==> config.mk <==
export PLATFORM = sky130hd
export DESIGN_NAME = dust_density_window_ema_flat
export DESIGN_NICKNAME = d
export VERILOG_FILES = /design/src/ddwe_pkg.sv /design/src/ddwe_if.sv /design/src/dust_density_window_ema.sv /design/src/flat_wrapper.sv
export SDC_FILE = /design/constraint.sdc
export NUM_CORES = 1
export LEC_CHECK = 0
export ABC_AREA = 1
export BUFFER_PORTS_ARGS = -buffer_cell sky130_fd_sc_hd__buf_2
export CORE_ASPECT_RATIO = 1.4
export CORE_MARGIN = 3
export CORE_UTILIZATION = 62
export CTS_BUF_LIST = sky130_fd_sc_hd__clkbuf_16
export CTS_CLUSTER_SIZE = 10
export DETAILED_ROUTE_END_ITERATION = 7
export PLACE_DENSITY = 0.9
export SKIP_LAST_GASP = 1
export SLEW_MARGIN = 20
export SYNTH_ARGS = -nofsm -noshare
export SYNTH_HDL_FRONTEND = slang
export SYNTH_SLANG_ARGS = --single-unit
==> constraint.sdc <==
create_clock -name clock -period 3.9 [get_ports clock]
set_input_delay 0.78 -clock clock [delete_from_list [all_inputs] [get_ports clock]]
set_output_delay 0.78 -clock clock [all_outputs]
set_load 0.02 [all_outputs]
==> src/ddwe_pkg.sv <==
// ddwe_pkg: shared widths, register map, reset values and sequencer states
// for the dust density window averager; depends on nothing else
package ddwe_pkg;

   // field widths, fixed by the item format
   localparam int CODE_W     = 12;
   localparam int DENS_W     = 14;
   localparam int GAIN_W     = 16;
   localparam int ALPHA_W    = 16;
   localparam int WLEN_W     = 5;
   localparam int SMOOTH_W   = 30;
   localparam int STEP_W     = 5;
   localparam int CSR_DATA_W = 32;
   localparam int CSR_ADDR_W = 4;

   // index of the last serial step of each phase
   localparam logic [STEP_W-1:0] DIV_LAST = STEP_W'(CODE_W - 1);
   localparam logic [STEP_W-1:0] MUL_LAST = STEP_W'(CODE_W - 1);
   localparam logic [STEP_W-1:0] EMA_LAST = STEP_W'(ALPHA_W - 1);

   // register indexes (paddr[3:2])
   localparam logic [1:0] REG_OFFSET = 2'd0;
   localparam logic [1:0] REG_GAIN   = 2'd1;
   localparam logic [1:0] REG_ALPHA  = 2'd2;
   localparam logic [1:0] REG_WLEN   = 2'd3;

   // register reset values
   localparam logic [CODE_W-1:0]  OFFSET_RESET = 12'd372;
   localparam logic [GAIN_W-1:0]  GAIN_RESET   = 16'd8980;
   localparam logic [ALPHA_W-1:0] ALPHA_RESET  = 16'd6554;
   localparam logic [WLEN_W-1:0]  WLEN_RESET   = 5'd10;

   localparam logic [DENS_W-1:0]  DENS_MAX     = 14'h3FFF;

   typedef enum logic [2:0] {
      ST_IDLE,
      ST_DIV,
      ST_MUL,
      ST_EMA,
      ST_LOAD
   } ddwe_state_type;

endpackage

==> src/ddwe_if.sv <==
// ddwe_if: valid/ready channel interfaces for sample beats and result beats
// depends on ddwe_pkg for the field widths
interface ddwe_req_if;
   logic                         valid;
   logic                         ready;
   logic [ddwe_pkg::CODE_W-1:0]  adc_sample;

   modport source (output valid, output adc_sample, input ready);
   modport sink (input valid, input adc_sample, output ready);
endinterface

interface ddwe_rsp_if;
   logic                         valid;
   logic                         ready;
   logic [ddwe_pkg::CODE_W-1:0]  average_code;
   logic [ddwe_pkg::DENS_W-1:0]  instant_density;
   logic [ddwe_pkg::DENS_W-1:0]  smoothed_density;

   modport source (output valid, output average_code, output instant_density,
                   output smoothed_density, input ready);
   modport sink (input valid, input average_code, input instant_density,
                 input smoothed_density, output ready);
endinterface

==> src/dust_density_window_ema.sv <==
// dust_density_window_ema: window average, offset, scale and moving average
// depends on ddwe_pkg and the channel interfaces in ddwe_if.sv
//
// usage
//   req_bus carries one adc sample per beat; rsp_bus one result beat (average
//   code, instant density, smoothed density) per completed window. the user
//   must write registers over the apb-style port only while idle (not enforced).
// sequencing
//   a sample that does not close the window is summed and req_bus.ready stays
//   high. a sample that closes the window starts a serial sequencer:
//   restoring division (one quotient bit a cycle), shift-add scaling by the
//   gain (one bit of the difference a cycle), the moving average update (a
//   latch step, then one bit of alpha a cycle) and a load step that writes
//   the result beat once the output register is free. after a closing sample
//   is accepted, req_bus.ready stays low until the sequencer is back in idle,
//   so no further sample is taken while a window is worked on.
// reset
//   synchronous reset restores register defaults, clears the window sum,
//   the sample count, the smoothed accumulator and any pending result.
// stalls
//   a finished result waits in the output register; new samples are taken
//   meanwhile, and a further completed window waits in the load state until
//   the pending beat has been taken.
module dust_density_window_ema #(
   parameter int ADC_BITS   = 12,
   parameter int MAX_WINDOW = 16
) (
   input  logic                                clock,
   input  logic                                reset,
   ddwe_req_if.sink                            req_bus,
   ddwe_rsp_if.source                          rsp_bus,
   input  logic                                psel,
   input  logic                                penable,
   input  logic                                pwrite,
   input  logic [ddwe_pkg::CSR_ADDR_W-1:0]     paddr,
   input  logic [ddwe_pkg::CSR_DATA_W-1:0]     pwdata,
   output logic [ddwe_pkg::CSR_DATA_W-1:0]     prdata,
   output logic                                pready
);

   localparam int CODE_W   = ddwe_pkg::CODE_W;
   localparam int DENS_W   = ddwe_pkg::DENS_W;
   localparam int GAIN_W   = ddwe_pkg::GAIN_W;
   localparam int ALPHA_W  = ddwe_pkg::ALPHA_W;
   localparam int WLEN_W   = ddwe_pkg::WLEN_W;
   localparam int SMOOTH_W = ddwe_pkg::SMOOTH_W;
   localparam int STEP_W   = ddwe_pkg::STEP_W;
   localparam int DATA_W   = ddwe_pkg::CSR_DATA_W;

   // sample count and divisor hold up to MAX_WINDOW; the sum needs IDX_W more bits
   localparam int IDX_W = $clog2(MAX_WINDOW + 1);
   localparam int SUM_W = CODE_W + IDX_W;
   localparam int CMP_W = (IDX_W > WLEN_W) ? IDX_W : WLEN_W;
   // ema terms: difference and partial products in 31-bit two's complement
   localparam int EMA_W = SMOOTH_W + 1;

   localparam logic [CODE_W-1:0] ADC_MASK = CODE_W'((64'd1 << ADC_BITS) - 64'd1);

   // configuration registers
   logic [CODE_W-1:0]   offset_ff, offset_in;
   logic [GAIN_W-1:0]   gain_ff, gain_in;
   logic [ALPHA_W-1:0]  alpha_ff, alpha_in;
   logic [WLEN_W-1:0]   wlen_ff, wlen_in;

   // window state
   logic [SUM_W-1:0]    sum_ff, sum_in;
   logic [IDX_W-1:0]    index_ff, index_in;
   logic [SMOOTH_W-1:0] smooth_ff, smooth_in;

   // sequencer
   ddwe_pkg::ddwe_state_type state_ff, state_in;
   logic [STEP_W-1:0]   step_ff, step_in;

   // divider: dividend bits shift out of the top, quotient bits in at the bottom
   logic [CODE_W-1:0]   divq_ff, divq_in;
   logic [IDX_W-1:0]    rem_ff, rem_in;
   logic [IDX_W-1:0]    divisor_ff, divisor_in;

   // gain scaler
   logic [CODE_W-1:0]   diff_ff, diff_in;
   logic [GAIN_W-1:0]   prod_ff, prod_in;

   // moving average
   logic [DENS_W-1:0]   inst_ff, inst_in;
   logic [ALPHA_W-1:0]  alpha_sh_ff, alpha_sh_in;
   logic [EMA_W-1:0]    delta_ff, delta_in;
   logic [EMA_W-1:0]    ema_ff, ema_in;

   // result register
   logic                rsp_valid_ff, rsp_valid_in;
   logic [CODE_W-1:0]   rsp_avg_ff, rsp_avg_in;
   logic [DENS_W-1:0]   rsp_inst_ff, rsp_inst_in;
   logic [DENS_W-1:0]   rsp_smooth_ff, rsp_smooth_in;

   // combinational helpers
   logic                req_beat;
   logic                csr_write;
   logic [CODE_W-1:0]   sample;
   logic [SUM_W-1:0]    sum_next;
   logic [IDX_W-1:0]    taken;
   logic [IDX_W-1:0]    eff_window;
   logic [CMP_W-1:0]    wlen_ext;
   logic [IDX_W:0]      trial;
   logic                qbit;
   logic [CODE_W-1:0]   avg_next;
   logic [GAIN_W:0]     prod_sum;
   logic [DENS_W-1:0]   inst_sat;
   logic [EMA_W:0]      ema_sum;
   logic [EMA_W-1:0]    smooth_sum;
   logic                out_free;

   assign pready       = 1'b1;
   assign req_beat     = req_bus.valid && req_bus.ready;
   assign csr_write    = psel && penable && pwrite;
   assign out_free     = !rsp_valid_ff || rsp_bus.ready;

   assign req_bus.ready            = (state_ff == ddwe_pkg::ST_IDLE);
   assign rsp_bus.valid            = rsp_valid_ff;
   assign rsp_bus.average_code     = rsp_avg_ff;
   assign rsp_bus.instant_density  = rsp_inst_ff;
   assign rsp_bus.smoothed_density = rsp_smooth_ff;

   // register read-back
   always_comb begin
      unique case (paddr[3:2])
         ddwe_pkg::REG_OFFSET: prdata = DATA_W'(offset_ff);
         ddwe_pkg::REG_GAIN:   prdata = DATA_W'(gain_ff);
         ddwe_pkg::REG_ALPHA:  prdata = DATA_W'(alpha_ff);
         ddwe_pkg::REG_WLEN:   prdata = DATA_W'(wlen_ff);
         default:              prdata = '0;
      endcase
   end

   // effective window: zero counts as one, long windows clamp to MAX_WINDOW
   always_comb begin
      wlen_ext = CMP_W'(wlen_ff);
      if (wlen_ff == '0) begin
         eff_window = IDX_W'(1);
      end else if (wlen_ext > CMP_W'(MAX_WINDOW)) begin
         eff_window = IDX_W'(MAX_WINDOW);
      end else begin
         eff_window = IDX_W'(wlen_ext);
      end
   end

   // datapath arithmetic, one narrow step per cycle
   always_comb begin
      sample   = req_bus.adc_sample & ADC_MASK;
      sum_next = sum_ff + SUM_W'(sample);
      taken    = index_ff + IDX_W'(1);

      // restoring division step
      trial    = {rem_ff, divq_ff[CODE_W-1]};
      qbit     = (trial >= {1'b0, divisor_ff});
      avg_next = {divq_ff[CODE_W-2:0], qbit};

      // lsb-first shift-add: dropping the low bit each step floors the product
      prod_sum = {1'b0, prod_ff} + (diff_ff[0] ? {1'b0, gain_ff} : '0);
      inst_sat = (prod_ff[GAIN_W-1:DENS_W] != '0) ? ddwe_pkg::DENS_MAX
                                                 : prod_ff[DENS_W-1:0];

      // signed lsb-first multiply of the difference by alpha
      ema_sum  = {ema_ff[EMA_W-1], ema_ff}
               + (alpha_sh_ff[0] ? {delta_ff[EMA_W-1], delta_ff} : '0);
      smooth_sum = {1'b0, smooth_ff} + ema_ff;
   end

   // sequencer and next-state logic
   always_comb begin
      offset_in     = offset_ff;
      gain_in       = gain_ff;
      alpha_in      = alpha_ff;
      wlen_in       = wlen_ff;
      sum_in        = sum_ff;
      index_in      = index_ff;
      smooth_in     = smooth_ff;
      state_in      = state_ff;
      step_in       = step_ff;
      divq_in       = divq_ff;
      rem_in        = rem_ff;
      divisor_in    = divisor_ff;
      diff_in       = diff_ff;
      prod_in       = prod_ff;
      inst_in       = inst_ff;
      alpha_sh_in   = alpha_sh_ff;
      delta_in      = delta_ff;
      ema_in        = ema_ff;
      rsp_valid_in  = rsp_valid_ff;
      rsp_avg_in    = rsp_avg_ff;
      rsp_inst_in   = rsp_inst_ff;
      rsp_smooth_in = rsp_smooth_ff;

      // pending beat leaves when taken
      if (rsp_valid_ff && rsp_bus.ready) begin
         rsp_valid_in = 1'b0;
      end

      if (csr_write) begin
         unique case (paddr[3:2])
            ddwe_pkg::REG_OFFSET: offset_in = pwdata[CODE_W-1:0];
            ddwe_pkg::REG_GAIN:   gain_in   = pwdata[GAIN_W-1:0];
            ddwe_pkg::REG_ALPHA:  alpha_in  = pwdata[ALPHA_W-1:0];
            ddwe_pkg::REG_WLEN:   wlen_in   = pwdata[WLEN_W-1:0];
            default: ;
         endcase
      end

      unique case (state_ff)
         ddwe_pkg::ST_IDLE: begin
            if (req_beat) begin
               if (taken < eff_window) begin
                  sum_in   = sum_next;
                  index_in = taken;
               end else begin
                  // window closes: quotient fits the code width, so the top
                  // bits of the sum already form the starting remainder
                  divq_in    = sum_next[CODE_W-1:0];
                  rem_in     = sum_next[SUM_W-1:CODE_W];
                  divisor_in = taken;
                  sum_in     = '0;
                  index_in   = '0;
                  step_in    = '0;
                  state_in   = ddwe_pkg::ST_DIV;
               end
            end
         end
         ddwe_pkg::ST_DIV: begin
            divq_in = avg_next;
            rem_in  = qbit ? IDX_W'(trial - {1'b0, divisor_ff}) : trial[IDX_W-1:0];
            step_in = step_ff + STEP_W'(1);
            if (step_ff == ddwe_pkg::DIV_LAST) begin
               // clamp at zero below the clean-air offset
               diff_in  = (avg_next > offset_ff) ? (avg_next - offset_ff) : '0;
               prod_in  = '0;
               step_in  = '0;
               state_in = ddwe_pkg::ST_MUL;
            end
         end
         ddwe_pkg::ST_MUL: begin
            prod_in = prod_sum[GAIN_W:1];
            diff_in = diff_ff >> 1;
            step_in = step_ff + STEP_W'(1);
            if (step_ff == ddwe_pkg::MUL_LAST) begin
               step_in  = '0;
               state_in = ddwe_pkg::ST_EMA;
            end
         end
         ddwe_pkg::ST_EMA: begin
            if (step_ff == '0) begin
               // first ema cycle: latch the saturated density and new - old
               inst_in     = inst_sat;
               delta_in    = {1'b0, inst_sat, {(EMA_W - 1 - DENS_W){1'b0}}}
                           - {1'b0, smooth_ff};
               alpha_sh_in = alpha_ff;
               ema_in      = '0;
               step_in     = STEP_W'(1);
            end else begin
               ema_in      = ema_sum[EMA_W:1];
               alpha_sh_in = alpha_sh_ff >> 1;
               step_in     = step_ff + STEP_W'(1);
               if (step_ff == ddwe_pkg::EMA_LAST + STEP_W'(1)) begin
                  step_in  = '0;
                  state_in = ddwe_pkg::ST_LOAD;
               end
            end
         end
         ddwe_pkg::ST_LOAD: begin
            if (out_free) begin
               smooth_in     = smooth_sum[SMOOTH_W-1:0];
               rsp_valid_in  = 1'b1;
               rsp_avg_in    = divq_ff;
               rsp_inst_in   = inst_ff;
               rsp_smooth_in = smooth_sum[SMOOTH_W-1:SMOOTH_W-DENS_W];
               state_in      = ddwe_pkg::ST_IDLE;
            end
         end
         default: begin
            state_in = ddwe_pkg::ST_IDLE;
         end
      endcase
   end

   always_ff @(posedge clock) begin
      if (reset) begin
         offset_ff    <= ddwe_pkg::OFFSET_RESET;
         gain_ff      <= ddwe_pkg::GAIN_RESET;
         alpha_ff     <= ddwe_pkg::ALPHA_RESET;
         wlen_ff      <= ddwe_pkg::WLEN_RESET;
         sum_ff       <= '0;
         index_ff     <= '0;
         smooth_ff    <= '0;
         state_ff     <= ddwe_pkg::ST_IDLE;
         step_ff      <= '0;
         rsp_valid_ff <= 1'b0;
      end else begin
         offset_ff    <= offset_in;
         gain_ff      <= gain_in;
         alpha_ff     <= alpha_in;
         wlen_ff      <= wlen_in;
         sum_ff       <= sum_in;
         index_ff     <= index_in;
         smooth_ff    <= smooth_in;
         state_ff     <= state_in;
         step_ff      <= step_in;
         rsp_valid_ff <= rsp_valid_in;
      end
   end

   // payload registers, no reset
   always_ff @(posedge clock) begin
      divq_ff       <= divq_in;
      rem_ff        <= rem_in;
      divisor_ff    <= divisor_in;
      diff_ff       <= diff_in;
      prod_ff       <= prod_in;
      inst_ff       <= inst_in;
      alpha_sh_ff   <= alpha_sh_in;
      delta_ff      <= delta_in;
      ema_ff        <= ema_in;
      rsp_avg_ff    <= rsp_avg_in;
      rsp_inst_ff   <= rsp_inst_in;
      rsp_smooth_ff <= rsp_smooth_in;
   end

endmodule

==> src/flat_wrapper.sv <==
// flat-port wrapper written by rule: the top's interface ports become plain ports
module dust_density_window_ema_flat 
#(
   parameter int ADC_BITS   = 12,
   parameter int MAX_WINDOW = 16
)
  (clock, reset, psel, penable, pwrite, paddr, pwdata, prdata, pready, req_bus_valid, req_bus_adc_sample, req_bus_ready, rsp_bus_valid, rsp_bus_average_code, rsp_bus_instant_density, rsp_bus_smoothed_density, rsp_bus_ready);
  ddwe_req_if req_bus_i ();
  ddwe_rsp_if rsp_bus_i ();
  input  logic clock;
  input  logic reset;
  input  logic psel;
  input  logic penable;
  input  logic pwrite;
  input  logic [ddwe_pkg::CSR_ADDR_W-1:0] paddr;
  input  logic [ddwe_pkg::CSR_DATA_W-1:0] pwdata;
  output logic [ddwe_pkg::CSR_DATA_W-1:0] prdata;
  output logic pready;
  input wire logic [$bits(req_bus_i.valid)-1:0] req_bus_valid;
  input wire logic [$bits(req_bus_i.adc_sample)-1:0] req_bus_adc_sample;
  output wire logic [$bits(req_bus_i.ready)-1:0] req_bus_ready;
  output wire logic [$bits(rsp_bus_i.valid)-1:0] rsp_bus_valid;
  output wire logic [$bits(rsp_bus_i.average_code)-1:0] rsp_bus_average_code;
  output wire logic [$bits(rsp_bus_i.instant_density)-1:0] rsp_bus_instant_density;
  output wire logic [$bits(rsp_bus_i.smoothed_density)-1:0] rsp_bus_smoothed_density;
  input wire logic [$bits(rsp_bus_i.ready)-1:0] rsp_bus_ready;
  assign req_bus_i.valid = req_bus_valid;
  assign req_bus_i.adc_sample = req_bus_adc_sample;
  assign req_bus_ready = req_bus_i.ready;
  assign rsp_bus_valid = rsp_bus_i.valid;
  assign rsp_bus_average_code = rsp_bus_i.average_code;
  assign rsp_bus_instant_density = rsp_bus_i.instant_density;
  assign rsp_bus_smoothed_density = rsp_bus_i.smoothed_density;
  assign rsp_bus_i.ready = rsp_bus_ready;
  dust_density_window_ema #(.ADC_BITS(ADC_BITS), .MAX_WINDOW(MAX_WINDOW)) u_core (.clock(clock), .reset(reset), .req_bus(req_bus_i), .rsp_bus(rsp_bus_i), .psel(psel), .penable(penable), .pwrite(pwrite), .paddr(paddr), .pwdata(pwdata), .prdata(prdata), .pready(pready));
endmodule
==> summary.txt <==
Run status
  • Outcome: complete, no violations

Yosys
  • Post-synth cell types: 50
  • Ys Warns: 0
  • Synthesized instance count: 2572
  • Sequential cell area fraction in the yosys report: 40.31%
  • Syn_area_per_cell: 7.395 µm²
  • Synthesized cell area: 19020 µm²
  • Yosys reg bits: 292

Final layout
  • N_diodes: 0
  • Share of layout cells above drive strength 1: 6.731%
  • Final core utilization: 69.02%
  • Layout area overhead: 9.301%
  • Total Nets Final: 2853
  • Final Cell Area: 20790 µm²

Timing
  • Setup violators final: 0
  • Max Clock Skew: 0.01629 ns
  • Worst Tran Pin Value: 0.8541 ns
  • Total Negative Setup Slacks: 0 ns
  • Max Slew Vio Count: 0
  • Slew margin rel.: 43.06%
  • Minimum clock period: 3.481 ns
  • Crit share post-route: 89.25%
  • Unrepaired setup endpoints after global routing: no
  • Hold Fails Final Rpt: 0
  • Fmax: 287.3 MHz

Min path
  • Hold Path Cell Cnt: 0
  • Worst hold endpoint: u_core.rsp_bus.instant_density[3]
  • Hold wc startpoint: u_core.inst_ff[3]
  • Tightest Hold Check Type: flip-flop to flip-flop

Critical path
  • Critical path fanouts, max: 10
  • Crit end category: flip-flop
  • Critical path launch point type: flip-flop
  • Worst r2r src: u_core.divq_ff[11]
  • Crit path DAT: 3.84 ns
  • Worst path cell trace: inv_1 > ha_1 > fa_1 > o21ai_0 > nand2_1 > nand2_1 > inv_1 > ha_1 > inv_1 > fa_1 > nand3_1 > nand2_1 > nand2_1 > o211ai_1 > nand2_1 > nand2_1 > nand3_2 > inv_1 > nand2_1 > nor2_1
  • Reg-to-reg setup timing slack: 0.42 ns
  • Crit-path most repeated cell: nand2_1
  • Critical path data required time: 4.26 ns
  • Crit-path max cell delay: 0.41 ns
  • Setup CP Type: flip-flop to flip-flop
  • Register-to-Register Path Depth: 20
  • CP delay by family, top: adder cells
  • Worst R2R End: u_core.diff_ff[11]
  • Crit-path slowest cell: fa_1
  • Bufs and invs on worst path: 4

Clock network
  • Root Buffer: clkbuf_16
  • CTS buffer count: 35
  • Clock sink total: 292
  • Reg clk slew, reported paths: 0.06 ns
  • H-tree Lvls: 2
  • CTS tree: built
  • Post-CTS sizing: 0
  • Worst-Skew Late Latency: 0.52 ns
  • Post-CTS setup buffers: 0
  • CTS Hold Bufs: 0
  • CTS Buffer Depth: 3

Floorplan
  • Chip height: 213.2 µm
  • Die area: 32850 µm²
  • Std-Cell Rows: 75
  • Initial core utilization: 63.14%
  • Core box area: 30120 µm²
  • Die Span X: 154.0 µm
  • I/O pin count: 130

Global route
  • Total track usage: 31.80%
  • Antenna violations before repair: 0
  • GRT overflow: 0
  • Vias in the first global route: 16811
  • First-pass GRT wire length: 84100 µm
  • Largest net degree at the start of global routing: 59

Place
  • Placer Congestion: 0.9933
  • Placed Area: 19820 µm²
  • Final HPWL DP: 41010 µm
  • Port buffer count: 94

Routing
  • Initial DRC count: 1300
  • DRC viols: 0
  • Vias: 17445
  • TritonRoute pass-1 iters: 5
  • Post-Route WL: 53230 µm
  • Drt via density: 5.675
  • Wire per inst: 17.32 µm
  • Detail Route Antenna Nets: 0

Pwr
  • Leakage Power: 10.14 nW
  • Peak VDD IR: 0.3622 mV
  • Pwr per Cell Area: 412.0 nW/µm²

Flow run
  • Max-cap violations: 0
-- placed cells by master, fill, tap and decap left out, drive strengths merged, types with 35 or more instances in the layout --
master,synthesis,layout
a21oi,218,218
buf,36,107
clkbuf,28,35
dfxtp,110,110
edfxtp,182,182
ha,125,125
inv,403,425
nand2,728,728
nand3,135,135
nor2,242,242
o21ai,167,167
xor2,40,40
-- per-stage QoR --
stage	std cells	hold WS [ns]	setup slack [ns]	total power, W
CTS	3074	0.4177	0.4026	0.008570
global route	3074	0.4229	0.04453	0.008966
floorplan	2587	0.4003	0.3306	0.005213
finish	3074	0.4169	0.4193	0.008565
global placement	3015	0.4009	0.5899	0.005657
detailed placement	3015	0.4054	0.4376	0.005725
-- Yosys cell counts (all sizes together) --
cell type  count  share of area [%]
a211oi         6               0.24
a21boi         2              0.079
a21o           7               0.28
a21oi        218                5.7
a221oi         1              0.046
a22oi          2              0.079
a31oi          3              0.099
and2           2              0.066
buf           36                1.2
clkbuf        28               0.55
conb           2              0.039
dfxtp        110                 12
edfxtp       182                 29
fa             6               0.63
ha           125                8.2
inv          403                8.0
nand2        728                 15
nand3        135                3.7
nand3b        11               0.43
nand4         20               0.74
nor2         242                5.1
nor3          19               0.56
nor3b          1              0.039
nor4           3              0.099
o2111ai        1              0.046
o211ai        16               0.63
o21a           8               0.32
o21ai        167                4.5
o21bai        16               0.63
o221ai         8               0.37
o22ai          2              0.066
or2            6               0.21
xnor2         16               0.74
xor2          40                1.8
-- registers in the layout, indices dropped and copies added, names as in the netlist, 16 cells and up --
register	cells
u_core.delta_ff	31
u_core.sum_ff	17
u_core.ema_ff	31
u_core.gain_ff	16
u_core.alpha_ff	16
u_core.prod_ff	16
u_core.alpha_sh_ff	16
u_core.smooth_ff	30
-- cell families after synthesis --
| group | share of synthesized area (%) |
|---|---|
| and+or+nand+nor | 25.44 |
| buffers and inverters | 9.696 |
| AOI/OAI and AO/OA | 13.08 |
| DFF | 40.31 |
| adders and majority gates | 8.854 |
| xor gates and xnor gates | 2.579 |
| other | 0.03948 |
-- cell type report --
| type | instances | area, µm² |
|---|---|---|
| multi-input combinational | 1828 | 9577 |
| fill | 2492 | 9333 |
| sequential | 292 | 7667 |
| inverter | 403 | 1513 |
| clock buffer | 35 | 875.8 |
| timing repair buffer | 107 | 580.6 |
| tap | 385 | 481.7 |
| clock inverter | 24 | 95.09 |
-- worst max path at each step --
| stage | to | slack (ns) | from | depth (start not counted) |
|---|---|---|---|---|
| 2_1_floorplan | u_core.delta_ff[0] | 0.33 | u_core.step_ff[0] | 8 |
| 3_3_place_gp | u_core.diff_ff[11] | 0.59 | u_core.divq_ff[11] | 20 |
| 3_5_place_dp | u_core.diff_ff[11] | 0.44 | u_core.divq_ff[11] | 20 |
| 4_1_cts | u_core.diff_ff[11] | 0.40 | u_core.divq_ff[11] | 20 |
| 5_1_grt | u_core.diff_ff[11] | 0.04 | u_core.divq_ff[11] | 20 |
| 6_report | u_core.diff_ff[11] | 0.42 | u_core.divq_ff[11] | 20 |
-- layer usage --
metal  up-vias  part of all wire, %  GRT usage (%)
met1      7986                   37          34.54
met3       197                  5.5          4.157
met5         -                    0              0
li1       8559                    -              -
met4         0                  6.3          18.37
met2       703                   52          59.09
-- power breakdown --
group	internal (W)	total, W	leakage, nW	switching, W
Sequential	0.00359	0.00373	2.55	0.000139
Clock	0.00161	0.00285	0.551	0.00124
Combinational	0.000625	0.00199	7.04	0.00137
Total	0.00582	0.00857	10.1	0.00274
(Power assumes the default switching activity.)
